<file path="src/design/trsm_ram.sv">
`timescale 1ns / 1ps
// ----------------------------------------------------------------------------
// Generic RAM
// Single write port, single read port, read data registered.
// ----------------------------------------------------------------------------
module trsm_ram #(
   parameter int WIDTH = 8,
   parameter int DEPTH = 16
) (
   input  logic                     clock,
   input  logic                     wr_en,
   input  logic [$clog2(DEPTH)-1:0] wr_addr,
   input  logic [WIDTH-1:0]         wr_data,
   input  logic [$clog2(DEPTH)-1:0] rd_addr,
   output logic [WIDTH-1:0]         rd_data
);

   logic [WIDTH-1:0] mem [DEPTH];
   logic [WIDTH-1:0] rd_data_ff;

   // Write port and registered read port.
   always_ff @(posedge clock) begin
      if (wr_en) begin
         mem[wr_addr] <= wr_data;
      end
      rd_data_ff <= mem[rd_addr];
   end

   assign rd_data = rd_data_ff;

endmodule

</file>
<file path="config.mk">
export PLATFORM = sky130hd
export DESIGN_NAME = trsm_ram
export DESIGN_NICKNAME = d
export VERILOG_FILES = /design/src/design/trsm_ram.sv
export SDC_FILE = /design/constraint.sdc
export NUM_CORES = 1
export LEC_CHECK = 0
export BUFFER_PORTS_ARGS = -buffer_cell sky130_fd_sc_hd__clkbuf_2
export CAP_MARGIN = 40
export CORE_MARGIN = 2
export CORE_UTILIZATION = 35
export DETAILED_ROUTE_END_ITERATION = 10
export GPL_ROUTABILITY_DRIVEN = 0
export GPL_TIMING_DRIVEN = 0
export PLACE_DENSITY = 0.51
export SYNTH_ARGS = -nofsm -noshare
export SYNTH_HDL_FRONTEND = slang
export SYNTH_SLANG_ARGS = --single-unit
</file>
<file path="constraint.sdc">
create_clock -name clock -period 2.4 [get_ports clock]
set_input_delay 0.6 -clock clock [delete_from_list [all_inputs] [get_ports clock]]
set_output_delay 0.6 -clock clock [all_outputs]
set_load 0.01 [all_outputs]
</file>
==> impl_metrics.prom, run 1 <==
# TYPE chip_impl_metric gauge
chip_impl_metric{name="worst-r2r-cell-count",unit=""} 3
chip_impl_metric{name="tritoncts_buffer_count",unit=""} 17
chip_impl_metric{name="grt_usage",unit="%"} 14.34
chip_impl_metric{name="timing.setup.tns",unit="ns"} 0
chip_impl_info{name="mostFrequentLayoutCell",value="edfxtp_1"} 1
chip_impl_metric{name="route.final.wire_length",unit="um"} 10420
chip_impl_metric{name="synth_nets",unit=""} 247
chip_impl_metric{name="fmaxAchievable",unit="GHz"} 0.5229
chip_impl_metric{name="initial_cell_density_of_the_core",unit="%"} 35.69
chip_impl_metric{name="worstSkewPairLatency",unit="ns"} 0.41
chip_impl_metric{name="area_growth",unit="%"} 18.94
chip_impl_metric{name="whs",unit="ns"} 0.6362
chip_impl_metric{name="share_of_final_layout_standard_cells_stronger_than_drive_strength_1",unit="%"} 29.45
chip_impl_metric{name="grt_first_pass_wirelength",unit="um"} 15990
chip_impl_metric{name="n_diodes",unit=""} 0
chip_impl_metric{name="postLayoutCoreUtil",unit="%"} 42.44
chip_impl_metric{name="placement.cell_area",unit="um2"} 5555
chip_impl_metric{name="chipHeight",unit="um"} 125.3
chip_impl_metric{name="dpl.hpwl",unit="um"} 6778
chip_impl_metric{name="dr.pass1.iters",unit=""} 4
chip_impl_metric{name="slew_headroom",unit="%"} 42.68
chip_impl_metric{name="p_leak",unit="nW"} 2.063
chip_impl_metric{name="core-area",unit="um2"} 14420
chip_impl_info{name="worstSetupStartpointType",value="input port"} 1
chip_impl_metric{name="crit_required",unit="ns"} 2.52
chip_impl_metric{name="gr-total-overflow",unit=""} 0
chip_impl_metric{name="synth_cell_type_count",unit=""} 19
chip_impl_metric{name="ys_seq_elements",unit=""} 136
chip_impl_metric{name="yosys_warnings",unit=""} 0
chip_impl_info{name="most_frequent_cells_in_the_layout",value="edfxtp_1 (128), clkbuf_2 (24), mux4_2 (18)"} 1
chip_impl_metric{name="cts_hold_buf",unit=""} 0
chip_impl_metric{name="r2r_slack",unit="ns"} 0.86
chip_impl_metric{name="post_cts.repair.setup_buffers",unit=""} 0
chip_impl_info{name="min_delay_worst_endpoint",value="mem[4][6]"} 1
chip_impl_metric{name="synth_area_per_cell",unit="um2"} 22.48
chip_impl_metric{name="critical_path_peak_fanout",unit=""} 5
chip_impl_metric{name="final_routed_drc_violation_total",unit=""} 0
chip_impl_metric{name="io-pin-count",unit=""} 26
chip_impl_metric{name="ys_seq_area_share",unit="%"} 77.78
chip_impl_metric{name="route.detailed.wl_per_inst",unit="um"} 21.88
chip_impl_metric{name="min_delay_path_depth",unit=""} 1
chip_impl_metric{name="clk_pin_slew",unit="ns"} 0.05
chip_impl_info{name="setup.worst_path.class",value="input port to flip-flop"} 1
chip_impl_metric{name="fillers",unit=""} 1282
chip_impl_metric{name="port_buffers",unit=""} 24
chip_impl_metric{name="timing.final.setup_violations",unit=""} 0
chip_impl_metric{name="grt_antenna_before_repair",unit=""} 0
chip_impl_metric{name="num_vias",unit=""} 2438
chip_impl_metric{name="final_design_area_no_fill",unit="um2"} 6122
chip_impl_metric{name="total_power",unit="mW"} 5.430
chip_impl_metric{name="clock_tree.htree_level_count",unit=""} 4
chip_impl_metric{name="max-vdd-ir-drop",unit="V"} 0.0005531
chip_impl_metric{name="finalCriticalPeriod",unit="ns"} 1.912
chip_impl_metric{name="timing.final.crit_share",unit="%"} 79.68
chip_impl_info{name="min_from",value="wr_data[6]"} 1
chip_impl_info{name="critical_r2r_capture",value="rd_data[1]"} 1
chip_impl_metric{name="post_synth_instance_area",unit="um2"} 5147
chip_impl_metric{name="die-width",unit="um"} 125.3
chip_impl_info{name="tritoncts_clock_tree",value="built"} 1
chip_impl_metric{name="grt_max_degree",unit=""} 17
chip_impl_metric{name="cell_count_after_synthesis",unit=""} 229
chip_impl_metric{name="floorplan.rows",unit=""} 44
chip_impl_metric{name="place_worst_setup_slack",unit="ns"} 0.03360
chip_impl_info{name="hold_class",value="input port to flip-flop"} 1
chip_impl_metric{name="cts_resized",unit=""} 0
chip_impl_metric{name="final_non_filler_cell_total",unit=""} 476
chip_impl_metric{name="count_of_pins_over_their_slew_limit",unit=""} 0
chip_impl_metric{name="cts.path.max_buffers",unit=""} 2
chip_impl_info{name="endpoint_kind",value="flip-flop"} 1
chip_impl_metric{name="fin_worst_skew",unit="ns"} 0.004871
chip_impl_info{name="grt_setup_unrepaired",value="false"} 1
chip_impl_metric{name="worstMarginPinSlew",unit="ns"} 0.8566
chip_impl_metric{name="drt_first_iter_violations",unit=""} 231
chip_impl_info{name="cts_root_buf",value="clkbuf_16"} 1
chip_impl_metric{name="critPathArrivalTime",unit="ns"} 2.03
chip_impl_metric{name="via_count_of_the_first_global_routing_pass",unit=""} 2520
chip_impl_metric{name="clkSinkCount",unit=""} 136
chip_impl_metric{name="finalNetCount",unit=""} 297
chip_impl_metric{name="pwr_density_cell",unit="nW/um2"} 887.0
chip_impl_metric{name="final-hold-violation-count",unit=""} 0
chip_impl_metric{name="max_cap_violations",unit=""} 0
chip_impl_metric{name="viasPerCell",unit=""} 5.122
chip_impl_info{name="reg2reg_from",value="mem[1][1]"} 1
chip_impl_info{name="outcome",value="complete, no violations"} 1
chip_impl_metric{name="timing.final.ws_setup",unit="ns"} 0.4876
chip_impl_metric{name="ant_nets",unit=""} 0
chip_impl_metric{name="floorplan.die_area",unit="um2"} 15690
chip_impl_metric{name="placedCellCount",unit=""} 444
-- logic make-up (layout without fill, tap and decap cells) --
logic type / after synthesis / after routing / share of synthesized area (%)
AND/OR/NAND/NOR: 35 / 35 / 3.184
AO/OA/AOI/OAI: 16 / 16 / 2.334
multiplexers: 32 / 32 / 15.02
buffers and inverters: 10 / 73 / 1.677
flip-flops: 136 / 136 / 77.78
-- sequential cells by signal, summed over array words and instances, names as in the netlist --
name     cells
mem        128
rd_data      8
-- layout make-up --
class	count	area, um2	share of cell area, %
buffer	10	86.33	1.410
clock buffer	18	429.2	7.010
clock inverter	14	137.6	2.248
multi-input combinational	83	1062	17.35
sequential	136	4004	65.40
tap	184	230.2	3.760
timing repair buffer	31	172.7	2.820
-- layer usage --
layer	part of all wire, %	up-vias	track usage (%)
li1	-	1074	-
met5	0	-	0
met2	48	67	21.29
met3	5.3	7	4.279
met1	46	1290	20.33
met4	1.1	0	4.902
-- worst max path at each step --
stage | start | to | depth (start not counted)
floorplan | wr_addr[2] | mem[0][0] | 2
global placement | wr_addr[2] | mem[0][1] | 3
detailed placement | wr_addr[2] | mem[0][2] | 4
CTS | wr_addr[2] | mem[0][3] | 4
global route | wr_addr[2] | mem[0][3] | 4
finish | wr_addr[2] | mem[0][3] | 4
-- where the power goes --
| group | internal [mW] | switching, mW | total [mW] |
|---|---|---|---|
| registers | 2.66 | 0.0126 | 2.67 |
| clock network | 1.60 | 0.896 | 2.49 |
| logic | 0.107 | 0.159 | 0.266 |
| total | 4.36 | 1.07 | 5.43 |
-- cell usage after synthesis (all sizes together) --
| library cell | instances | area share [%] |
|---|---|---|
| edfxtp | 128 | 75 |
| mux4 | 32 | 15 |
| a22oi | 16 | 2.3 |
| nor2 | 13 | 0.95 |
| nand2 | 9 | 0.66 |
| dfxtp | 8 | 3.1 |
| buf | 7 | 1.1 |
| nor3 | 4 | 0.39 |
| clkdlybuf4s25 | 3 | 0.58 |
| nand2b | 2 | 0.24 |
| nand3b | 2 | 0.29 |
| and2 | 1 | 0.12 |
| and2b | 1 | 0.15 |
| nand3 | 1 | 0.097 |
| nor2b | 1 | 0.12 |
| or3b | 1 | 0.17 |
-- critical path, stage by stage --
cell and delay [ns]:
clkbuf_2 0.12, or3b_2 0.52, nor3_1 0.51, buf_4 0.27
Note: power is estimated with default switching activity, not from simulation.
==> run 2: changes to the inputs <==
- clock period: 2.4 -> 1.8 ns (I/O delays scaled with it)
==> run 2 against run 1 <==
Compared with the run above: via count fell by 1.5%; worst setup slack got worse by 0.40 ns; worst hold slack got worse by 0.14 ns; total power rose by 27%; die area did not move; largest power group unchanged; sequential cell count did not move; clock skew barely moved; sequential power rose by 33%; combinational power rose by 33%; design area fell by 1.2%; global-route usage rose by 0.14 points.
==> impl_metrics.prom, run 2 (synthesized netlist as in run 1, its figures left out) <==
# TYPE chip_impl_metric gauge
chip_impl_info{name="outcome",value="complete, no violations"} 1
chip_impl_metric{name="max-vdd-ir-drop",unit="V"} 0.0008351
chip_impl_metric{name="via_count_of_the_first_global_routing_pass",unit=""} 2498
chip_impl_metric{name="share_of_final_layout_standard_cells_stronger_than_drive_strength_1",unit="%"} 27.93
chip_impl_metric{name="route.final.wire_length",unit="um"} 10530
chip_impl_metric{name="timing.final.setup_violations",unit=""} 0
chip_impl_metric{name="chipHeight",unit="um"} 125.3
chip_impl_metric{name="ant_nets",unit=""} 0
chip_impl_metric{name="clock_tree.htree_level_count",unit=""} 4
chip_impl_metric{name="finalCriticalPeriod",unit="ns"} 1.710
chip_impl_metric{name="finalNetCount",unit=""} 297
chip_impl_metric{name="final_routed_drc_violation_total",unit=""} 0
chip_impl_metric{name="n_diodes",unit=""} 0
chip_impl_info{name="endpoint_kind",value="flip-flop"} 1
chip_impl_info{name="worstSetupStartpointType",value="input port"} 1
chip_impl_metric{name="dpl.hpwl",unit="um"} 6781
chip_impl_metric{name="grt_usage",unit="%"} 14.48
chip_impl_metric{name="post_cts.repair.setup_buffers",unit=""} 0
chip_impl_metric{name="power.switching_fraction",unit="%"} 19.81
chip_impl_metric{name="worstSkewPairLatency",unit="ns"} 0.40
chip_impl_metric{name="pwr_density_cell",unit="nW/um2"} 1141
chip_impl_metric{name="fmaxAchievable",unit="GHz"} 0.5849
chip_impl_metric{name="fin_worst_skew",unit="ns"} 0.005028
chip_impl_metric{name="final_design_area_no_fill",unit="um2"} 6050
chip_impl_metric{name="route.detailed.wl_per_inst",unit="um"} 22.22
chip_impl_info{name="grt_setup_unrepaired",value="false"} 1
chip_impl_metric{name="critical_path_peak_fanout",unit=""} 8
chip_impl_metric{name="drt_first_iter_violations",unit=""} 239
chip_impl_metric{name="timing.final.crit_share",unit="%"} 94.99
chip_impl_info{name="cts_root_buf",value="clkbuf_16"} 1
chip_impl_metric{name="area_growth",unit="%"} 17.53
chip_impl_metric{name="cell_internal_pwr",unit="mW"} 5.534
chip_impl_metric{name="count_of_pins_over_their_slew_limit",unit=""} 0
chip_impl_info{name="most_frequent_cells_in_the_layout",value="edfxtp_1 (128), clkbuf_2 (24), mux4_2 (18)"} 1
chip_impl_metric{name="grt_antenna_before_repair",unit=""} 0
chip_impl_metric{name="floorplan.die_area",unit="um2"} 15690
chip_impl_info{name="regMostFlops",value="mem"} 1
chip_impl_metric{name="grt_first_pass_wirelength",unit="um"} 15950
chip_impl_metric{name="timing.final.ws_setup",unit="ns"} 0.09021
chip_impl_metric{name="clk_pin_slew",unit="ns"} 0.05
chip_impl_metric{name="max_cap_violations",unit=""} 0
chip_impl_metric{name="clkSinkCount",unit=""} 136
chip_impl_metric{name="io-pin-count",unit=""} 26
chip_impl_metric{name="core-area",unit="um2"} 14420
chip_impl_metric{name="largest_register_ffs",unit=""} 128
chip_impl_info{name="tritoncts_clock_tree",value="built"} 1
chip_impl_metric{name="fillers",unit=""} 1291
chip_impl_metric{name="place_worst_setup_slack",unit="ns"} -0.3748
chip_impl_metric{name="worstMarginPinSlew",unit="ns"} 0.8731
chip_impl_info{name="mostFrequentLayoutCell",value="edfxtp_1"} 1
chip_impl_info{name="setup.worst_path.class",value="input port to flip-flop"} 1
chip_impl_metric{name="power_frac_seq",unit="%"} 51.6
chip_impl_metric{name="viasPerCell",unit=""} 5.065
chip_impl_metric{name="whs",unit="ns"} 0.4957
chip_impl_metric{name="final-hold-violation-count",unit=""} 0
chip_impl_metric{name="clockPowerShare",unit="%"} 43.3
chip_impl_info{name="hold_class",value="input port to flip-flop"} 1
chip_impl_metric{name="cts.path.max_buffers",unit=""} 2
chip_impl_metric{name="initial_cell_density_of_the_core",unit="%"} 35.69
chip_impl_metric{name="crit_required",unit="ns"} 1.83
chip_impl_metric{name="grt_max_degree",unit=""} 17
chip_impl_metric{name="pwr-share-comb",unit="%"} 5.1
chip_impl_metric{name="gr-total-overflow",unit=""} 0
chip_impl_metric{name="net-switching-power",unit="mW"} 1.367
chip_impl_metric{name="floorplan.rows",unit=""} 44
chip_impl_metric{name="dr.pass1.iters",unit=""} 5
chip_impl_metric{name="tritoncts_buffer_count",unit=""} 17
chip_impl_metric{name="critPathArrivalTime",unit="ns"} 1.74
chip_impl_metric{name="placement.cell_area",unit="um2"} 5545
chip_impl_metric{name="die-width",unit="um"} 125.3
chip_impl_metric{name="slew_headroom",unit="%"} 41.58
chip_impl_metric{name="port_buffers",unit=""} 24
chip_impl_metric{name="num_vias",unit=""} 2401
chip_impl_metric{name="p_leak",unit="nW"} 2.024
[run 2: cell types whose count changed in the layout (fill, tap and decap cells not counted)]
cell,delta
nor2_2,+1
clkinv_2,-4
clkbuf_1,+4
nor2_1,-1
buf_2,+4
buf_4,-4
bufinv_16,-2
[run 2: metal layers]
layer	share of wire, %	global-route usage (%)
met1	45	20.60
met2	48	21.71
met3	6.2	4.878
met4	1.0	3.529
met5	0	0
[run 2: final cells by class]
class	count	area [um2]	share of cell area (%)
multi-input cells	83	1065	17.60
clock inverters	8	57.56	0.9514
clock buffers	22	444.2	7.342
well taps	184	230.2	3.806
flip-flops and latches	136	4004	66.18
plain buffers	10	86.33	1.427
repair buffers	31	162.7	2.689
[run 2: final timing paths]
kind	endpoint	depth (start not counted)	startpoint	slack [ns]
max	mem[1][2]	3	wr_addr[2]	0.09
min	mem[4][6]	1	wr_data[6]	0.50
max reg2reg	rd_data[2]	3	mem[1][2]	0.28
min reg2reg	rd_data[3]	3	mem[14][3]	0.69
[run 2: per-stage QoR]
| step | cells | TNS [ns] | utilization (%) | total power [mW] |
|---|---|---|---|---|
| after global routing | 474 | 0 | 41.94 | 7.143 |
| after detailed placement | 444 | -17.23 | 38.45 | 3.985 |
| after global placement | 437 | -30.58 | 38.15 | 3.975 |
| after CTS | 474 | 0 | 41.92 | 6.981 |
| final | 474 | 0 | 41.94 | 6.901 |
| after floorplan | 229 | 0 | - | 3.811 |
[run 2: power groups by stage]
stage / clock network, mW / logic (mW) / registers (mW)
5_1_grt: 3.19 / 0.385 / 3.57
3_3_place_gp: 0 / 0.354 / 3.62
4_1_cts: 3.06 / 0.361 / 3.56
3_5_place_dp: 0 / 0.360 / 3.62
6_report: 2.99 / 0.354 / 3.56
2_1_floorplan: 0 / 0.180 / 3.63
[run 2: timing repair]
item | 4_1_cts | 5_1_grt
resized for setup | 0 | 1
hold buffers | 0 | 0
setup endpoints to repair | 0 | 8
[run 2: critical path, stage by stage]
cell and delay (ns):
clkbuf_2 0.12, or3b_2 0.53, nor2_1 0.64
==> run 3: changes to the inputs <==
- ABC_AREA: not set -> 1
- REMOVE_ABC_BUFFERS: not set -> 1
- clock period: 1.8 -> 1.94 ns (I/O delays scaled with it)
==> run 3 against run 2 <==
Compared with the run above: worst setup slack gained 0.13 ns; utilization shrank 0.45 points; global-route usage grew 1.8 points; sequential cell count is the same; final cell count grew 71%; routed wire length grew 25%; critical path depth grew 3; first-iteration DRC count grew 52%; sequential share of layout area shrank 5.9 points; die area grew 12%; design area grew 9.7%.
==> impl_metrics.prom, run 3 <==
# TYPE chip_impl_metric gauge
chip_impl_info{name="outcome",value="complete, no violations"} 1
chip_impl_metric{name="viasPerCell",unit=""} 4.519
chip_impl_info{name="tritoncts_clock_tree",value="built"} 1
chip_impl_metric{name="route.detailed.wl_per_inst",unit="um"} 16.19
chip_impl_metric{name="clk_pin_slew",unit="ns"} 0.06
chip_impl_info{name="main_combinational_cell_family_by_area_after_synthesis",value="simple AND/OR/NAND/NOR gates"} 1
chip_impl_metric{name="grt_antenna_before_repair",unit=""} 0
chip_impl_metric{name="worstSkewPairLatency",unit="ns"} 0.42
chip_impl_metric{name="power_frac_seq",unit="%"} 50.3
chip_impl_info{name="worstSetupStartpointType",value="input port"} 1
chip_impl_info{name="cell_type_with_the_highest_aggregate_area_in_the_netlist",value="edfxtp_1"} 1
chip_impl_info{name="min_from",value="wr_data[0]"} 1
chip_impl_metric{name="ys_seq_elements",unit=""} 136
chip_impl_metric{name="synth_simple_gate_area_share",unit="%"} 21.05
chip_impl_info{name="grt_setup_unrepaired",value="false"} 1
chip_impl_metric{name="whs",unit="ns"} 0.5245
chip_impl_metric{name="die-width",unit="um"} 132.4
chip_impl_metric{name="cts.path.max_buffers",unit=""} 2
chip_impl_metric{name="synth_cell_type_count",unit=""} 12
chip_impl_metric{name="number_of_enable_type_register_cells_in_the_synthesized_netlist",unit=""} 128
chip_impl_metric{name="grt_first_pass_wirelength",unit="um"} 20970
chip_impl_metric{name="max-vdd-ir-drop",unit="V"} 0.0005890
chip_impl_metric{name="yosys.area_share.adder",unit="%"} 0
chip_impl_metric{name="critPathArrivalTime",unit="ns"} 2.07
chip_impl_info{name="most_common_flop_cell_mapped_by_yosys",value="edfxtp_1"} 1
chip_impl_metric{name="final-hold-violation-count",unit=""} 0
chip_impl_metric{name="port_buffers",unit=""} 25
chip_impl_metric{name="ant_nets",unit=""} 0
chip_impl_metric{name="route.final.wire_length",unit="um"} 13110
chip_impl_metric{name="fin_worst_skew",unit="ns"} 0.01066
chip_impl_metric{name="cell_internal_pwr",unit="mW"} 5.022
chip_impl_info{name="netlist_top_cells_count",value="nand2_1 (173), edfxtp_1 (128), inv_1 (100), nand3_1 (97), nor2_1 (17)"} 1
chip_impl_metric{name="finalNetCount",unit=""} 599
chip_impl_info{name="mostFrequentLayoutCell",value="nand2_1"} 1
chip_impl_metric{name="worst-r2r-cell-count",unit=""} 6
chip_impl_info{name="yosys.cell_count.top_type",value="nand2_1"} 1
chip_impl_metric{name="floorplan.die_area",unit="um2"} 17520
chip_impl_metric{name="timing.final.setup_violations",unit=""} 0
chip_impl_info{name="regMostFlops",value="mem"} 1
chip_impl_metric{name="timing.setup.tns",unit="ns"} 0
chip_impl_metric{name="r2r_slack",unit="ns"} 0.87
chip_impl_metric{name="compound_cell_area_share_of_the_yosys_netlist",unit="%"} 0
chip_impl_metric{name="worstMarginPinSlew",unit="ns"} 0.9046
chip_impl_metric{name="share_of_final_layout_standard_cells_stronger_than_drive_strength_1",unit="%"} 11.62
chip_impl_metric{name="max_cap_violations",unit=""} 0
chip_impl_metric{name="io-pin-count",unit=""} 26
chip_impl_metric{name="postLayoutCoreUtil",unit="%"} 41.49
chip_impl_metric{name="post_synth_instance_area",unit="um2"} 5767
chip_impl_metric{name="chipHeight",unit="um"} 132.4
chip_impl_metric{name="num_vias",unit=""} 3660
chip_impl_metric{name="post_cts.repair.setup_buffers",unit=""} 0
chip_impl_metric{name="initial_cell_density_of_the_core",unit="%"} 36.04
chip_impl_metric{name="post_synth_xor_area_fraction",unit="%"} 0
chip_impl_info{name="timing.critical_path.slowest_stage_cell",value="inv_2"} 1
chip_impl_info{name="critical_r2r_capture",value="rd_data[2]"} 1
chip_impl_info{name="crit_path_end",value="rd_data[2]"} 1
chip_impl_metric{name="cts_hold_buf",unit=""} 0
chip_impl_metric{name="critical_path_depth",unit=""} 6
chip_impl_metric{name="placedCellCount",unit=""} 777
chip_impl_metric{name="critical_path_peak_fanout",unit=""} 33
chip_impl_metric{name="final_routed_drc_violation_total",unit=""} 0
chip_impl_info{name="hold_class",value="input port to flip-flop"} 1
chip_impl_metric{name="yosys_warnings",unit=""} 0
chip_impl_metric{name="timing.final.crit_share",unit="%"} 88.56
chip_impl_metric{name="fmaxAchievable",unit="GHz"} 0.5821
chip_impl_metric{name="finalCriticalPeriod",unit="ns"} 1.718
chip_impl_metric{name="cell_count_after_synthesis",unit=""} 551
chip_impl_metric{name="core-area",unit="um2"} 16000
chip_impl_metric{name="max_stage_delay",unit="ns"} 0.62
chip_impl_metric{name="tritoncts_buffer_count",unit=""} 17
chip_impl_metric{name="pwr-share-comb",unit="%"} 6.1
chip_impl_metric{name="largest_register_ffs",unit=""} 128
chip_impl_info{name="timing.critical_path.mode_cell",value="nand3_1"} 1
chip_impl_info{name="endpoint_kind",value="flip-flop"} 1
chip_impl_info{name="cp_top_family",value="buffers and inverters"} 1
chip_impl_metric{name="yosys.area.top_type_share",unit="%"} 66.65
chip_impl_metric{name="critical_path.n_buffers_inverters",unit=""} 2
chip_impl_info{name="cts_root_buf",value="clkbuf_16"} 1
chip_impl_metric{name="drt_first_iter_violations",unit=""} 364
chip_impl_metric{name="synth_area_per_cell",unit="um2"} 10.47
chip_impl_metric{name="net-switching-power",unit="mW"} 1.537
chip_impl_metric{name="power.switching_fraction",unit="%"} 23.43
chip_impl_metric{name="synth-async-reset-ratio",unit="%"} 0
chip_impl_metric{name="dpl.hpwl",unit="um"} 7963
chip_impl_info{name="reg2reg_from",value="mem[5][2]"} 1
chip_impl_metric{name="clkSinkCount",unit=""} 136
chip_impl_metric{name="gr-total-overflow",unit=""} 0
chip_impl_info{name="critical_path_cell_by_cell",value="clkbuf_4 -> inv_2 -> nand3_1 -> nand3_1 -> nand3_1 -> nand2_1"} 1
chip_impl_metric{name="via_count_of_the_first_global_routing_pass",unit=""} 3663
chip_impl_metric{name="clockPowerShare",unit="%"} 43.6
chip_impl_metric{name="n_diodes",unit=""} 0
chip_impl_metric{name="synth_mux_area_share",unit="%"} 0
chip_impl_info{name="first_element_of_the_critical_path",value="rd_addr[1]"} 1
chip_impl_metric{name="floorplan.rows",unit=""} 46
chip_impl_metric{name="count_of_pins_over_their_slew_limit",unit=""} 0
chip_impl_metric{name="crit_required",unit="ns"} 2.30
chip_impl_metric{name="grt_max_degree",unit=""} 43
chip_impl_metric{name="ys_seq_area_share",unit="%"} 69.43
chip_impl_info{name="synth.area.top_cells",value="edfxtp_1 (67%), nand2_1 (11%), nand3_1 (8.4%)"} 1
chip_impl_metric{name="final_non_filler_cell_total",unit=""} 810
chip_impl_metric{name="pwr_density_cell",unit="nW/um2"} 988.0
chip_impl_metric{name="grt_usage",unit="%"} 16.24
chip_impl_metric{name="area_growth",unit="%"} 15.12
chip_impl_metric{name="clock_tree.htree_level_count",unit=""} 4
chip_impl_info{name="most_frequent_cells_in_the_layout",value="nand2_1 (173), edfxtp_1 (128), inv_1 (100)"} 1
chip_impl_metric{name="dr.pass1.iters",unit=""} 4
chip_impl_info{name="setup.worst_path.class",value="input port to flip-flop"} 1
chip_impl_metric{name="slew_headroom",unit="%"} 39.47
chip_impl_metric{name="p_leak",unit="nW"} 2.826
[run 3: what timing repair did]
action | 4_1_cts | 5_1_grt
setup endpoints to repair | 8 | 7
gates cloned | 0 | 0
resized for setup | 2 | 3
pin swaps | 0 | 0
[run 3: final cells by class]
type / instances / area (um2)
Clock buffer: 17 / 425.4
Sequential cell: 136 / 4004
Fill cell: 1579 / 9361
Multi-Input combinational cell: 289 / 1214
Timing Repair Buffer: 35 / 230.2
Tap cell: 216 / 270.3
Inverter: 102 / 387.9
Clock inverter: 15 / 107.6
[run 3: routing by layer]
| metal | global-route usage, % | wire, um |
|---|---|---|
| met4 | 5.974 | 180 |
| met3 | 3.345 | 466 |
| met1 | 21.02 | 5960 |
| met5 | 0 | 0 |
| met2 | 27.00 | 6506 |
[run 3: power by group through the flow]
stage               sequential (mW)  clock (mW)  combinational (mW)
finish                         3.30        2.86               0.398
global route                   3.31        3.03               0.453
CTS                            3.30        2.90               0.404
detailed placement             3.36           0               0.402
global placement               3.36           0               0.389
floorplan                      3.37           0               0.177
[run 3: how the worst min path moves through the flow]
stage                             to  cells after the start
final                      mem[7][0]                      1
after global routing      rd_data[3]                      3
after CTS                 rd_data[3]                      3
after global placement    rd_data[3]                      6
after detailed placement  rd_data[4]                      6
after floorplan            mem[0][0]                      0
[run 3: cells by family (layout without fill, tap and decap cells)]
| group | count (synthesis) | after routing |
|---|---|---|
| buffers and inverters | 126 | 169 |
| flip-flops | 136 | 136 |
| AND/OR/NAND/NOR | 289 | 289 |
[run 3: through the flow]
| stage | power (mW) | worst slack, ns | cell area (um2) |
|---|---|---|---|
| CTS | 6.606 | 0.04561 | 6626 |
| global route | 6.785 | 0.06033 | 6639 |
| floorplan | 3.548 | 0.4745 | 5600 |
| finish | 6.559 | 0.2220 | 6639 |
| global placement | 3.751 | -1.458 | 5996 |
| detailed placement | 3.765 | -0.6113 | 6088 |
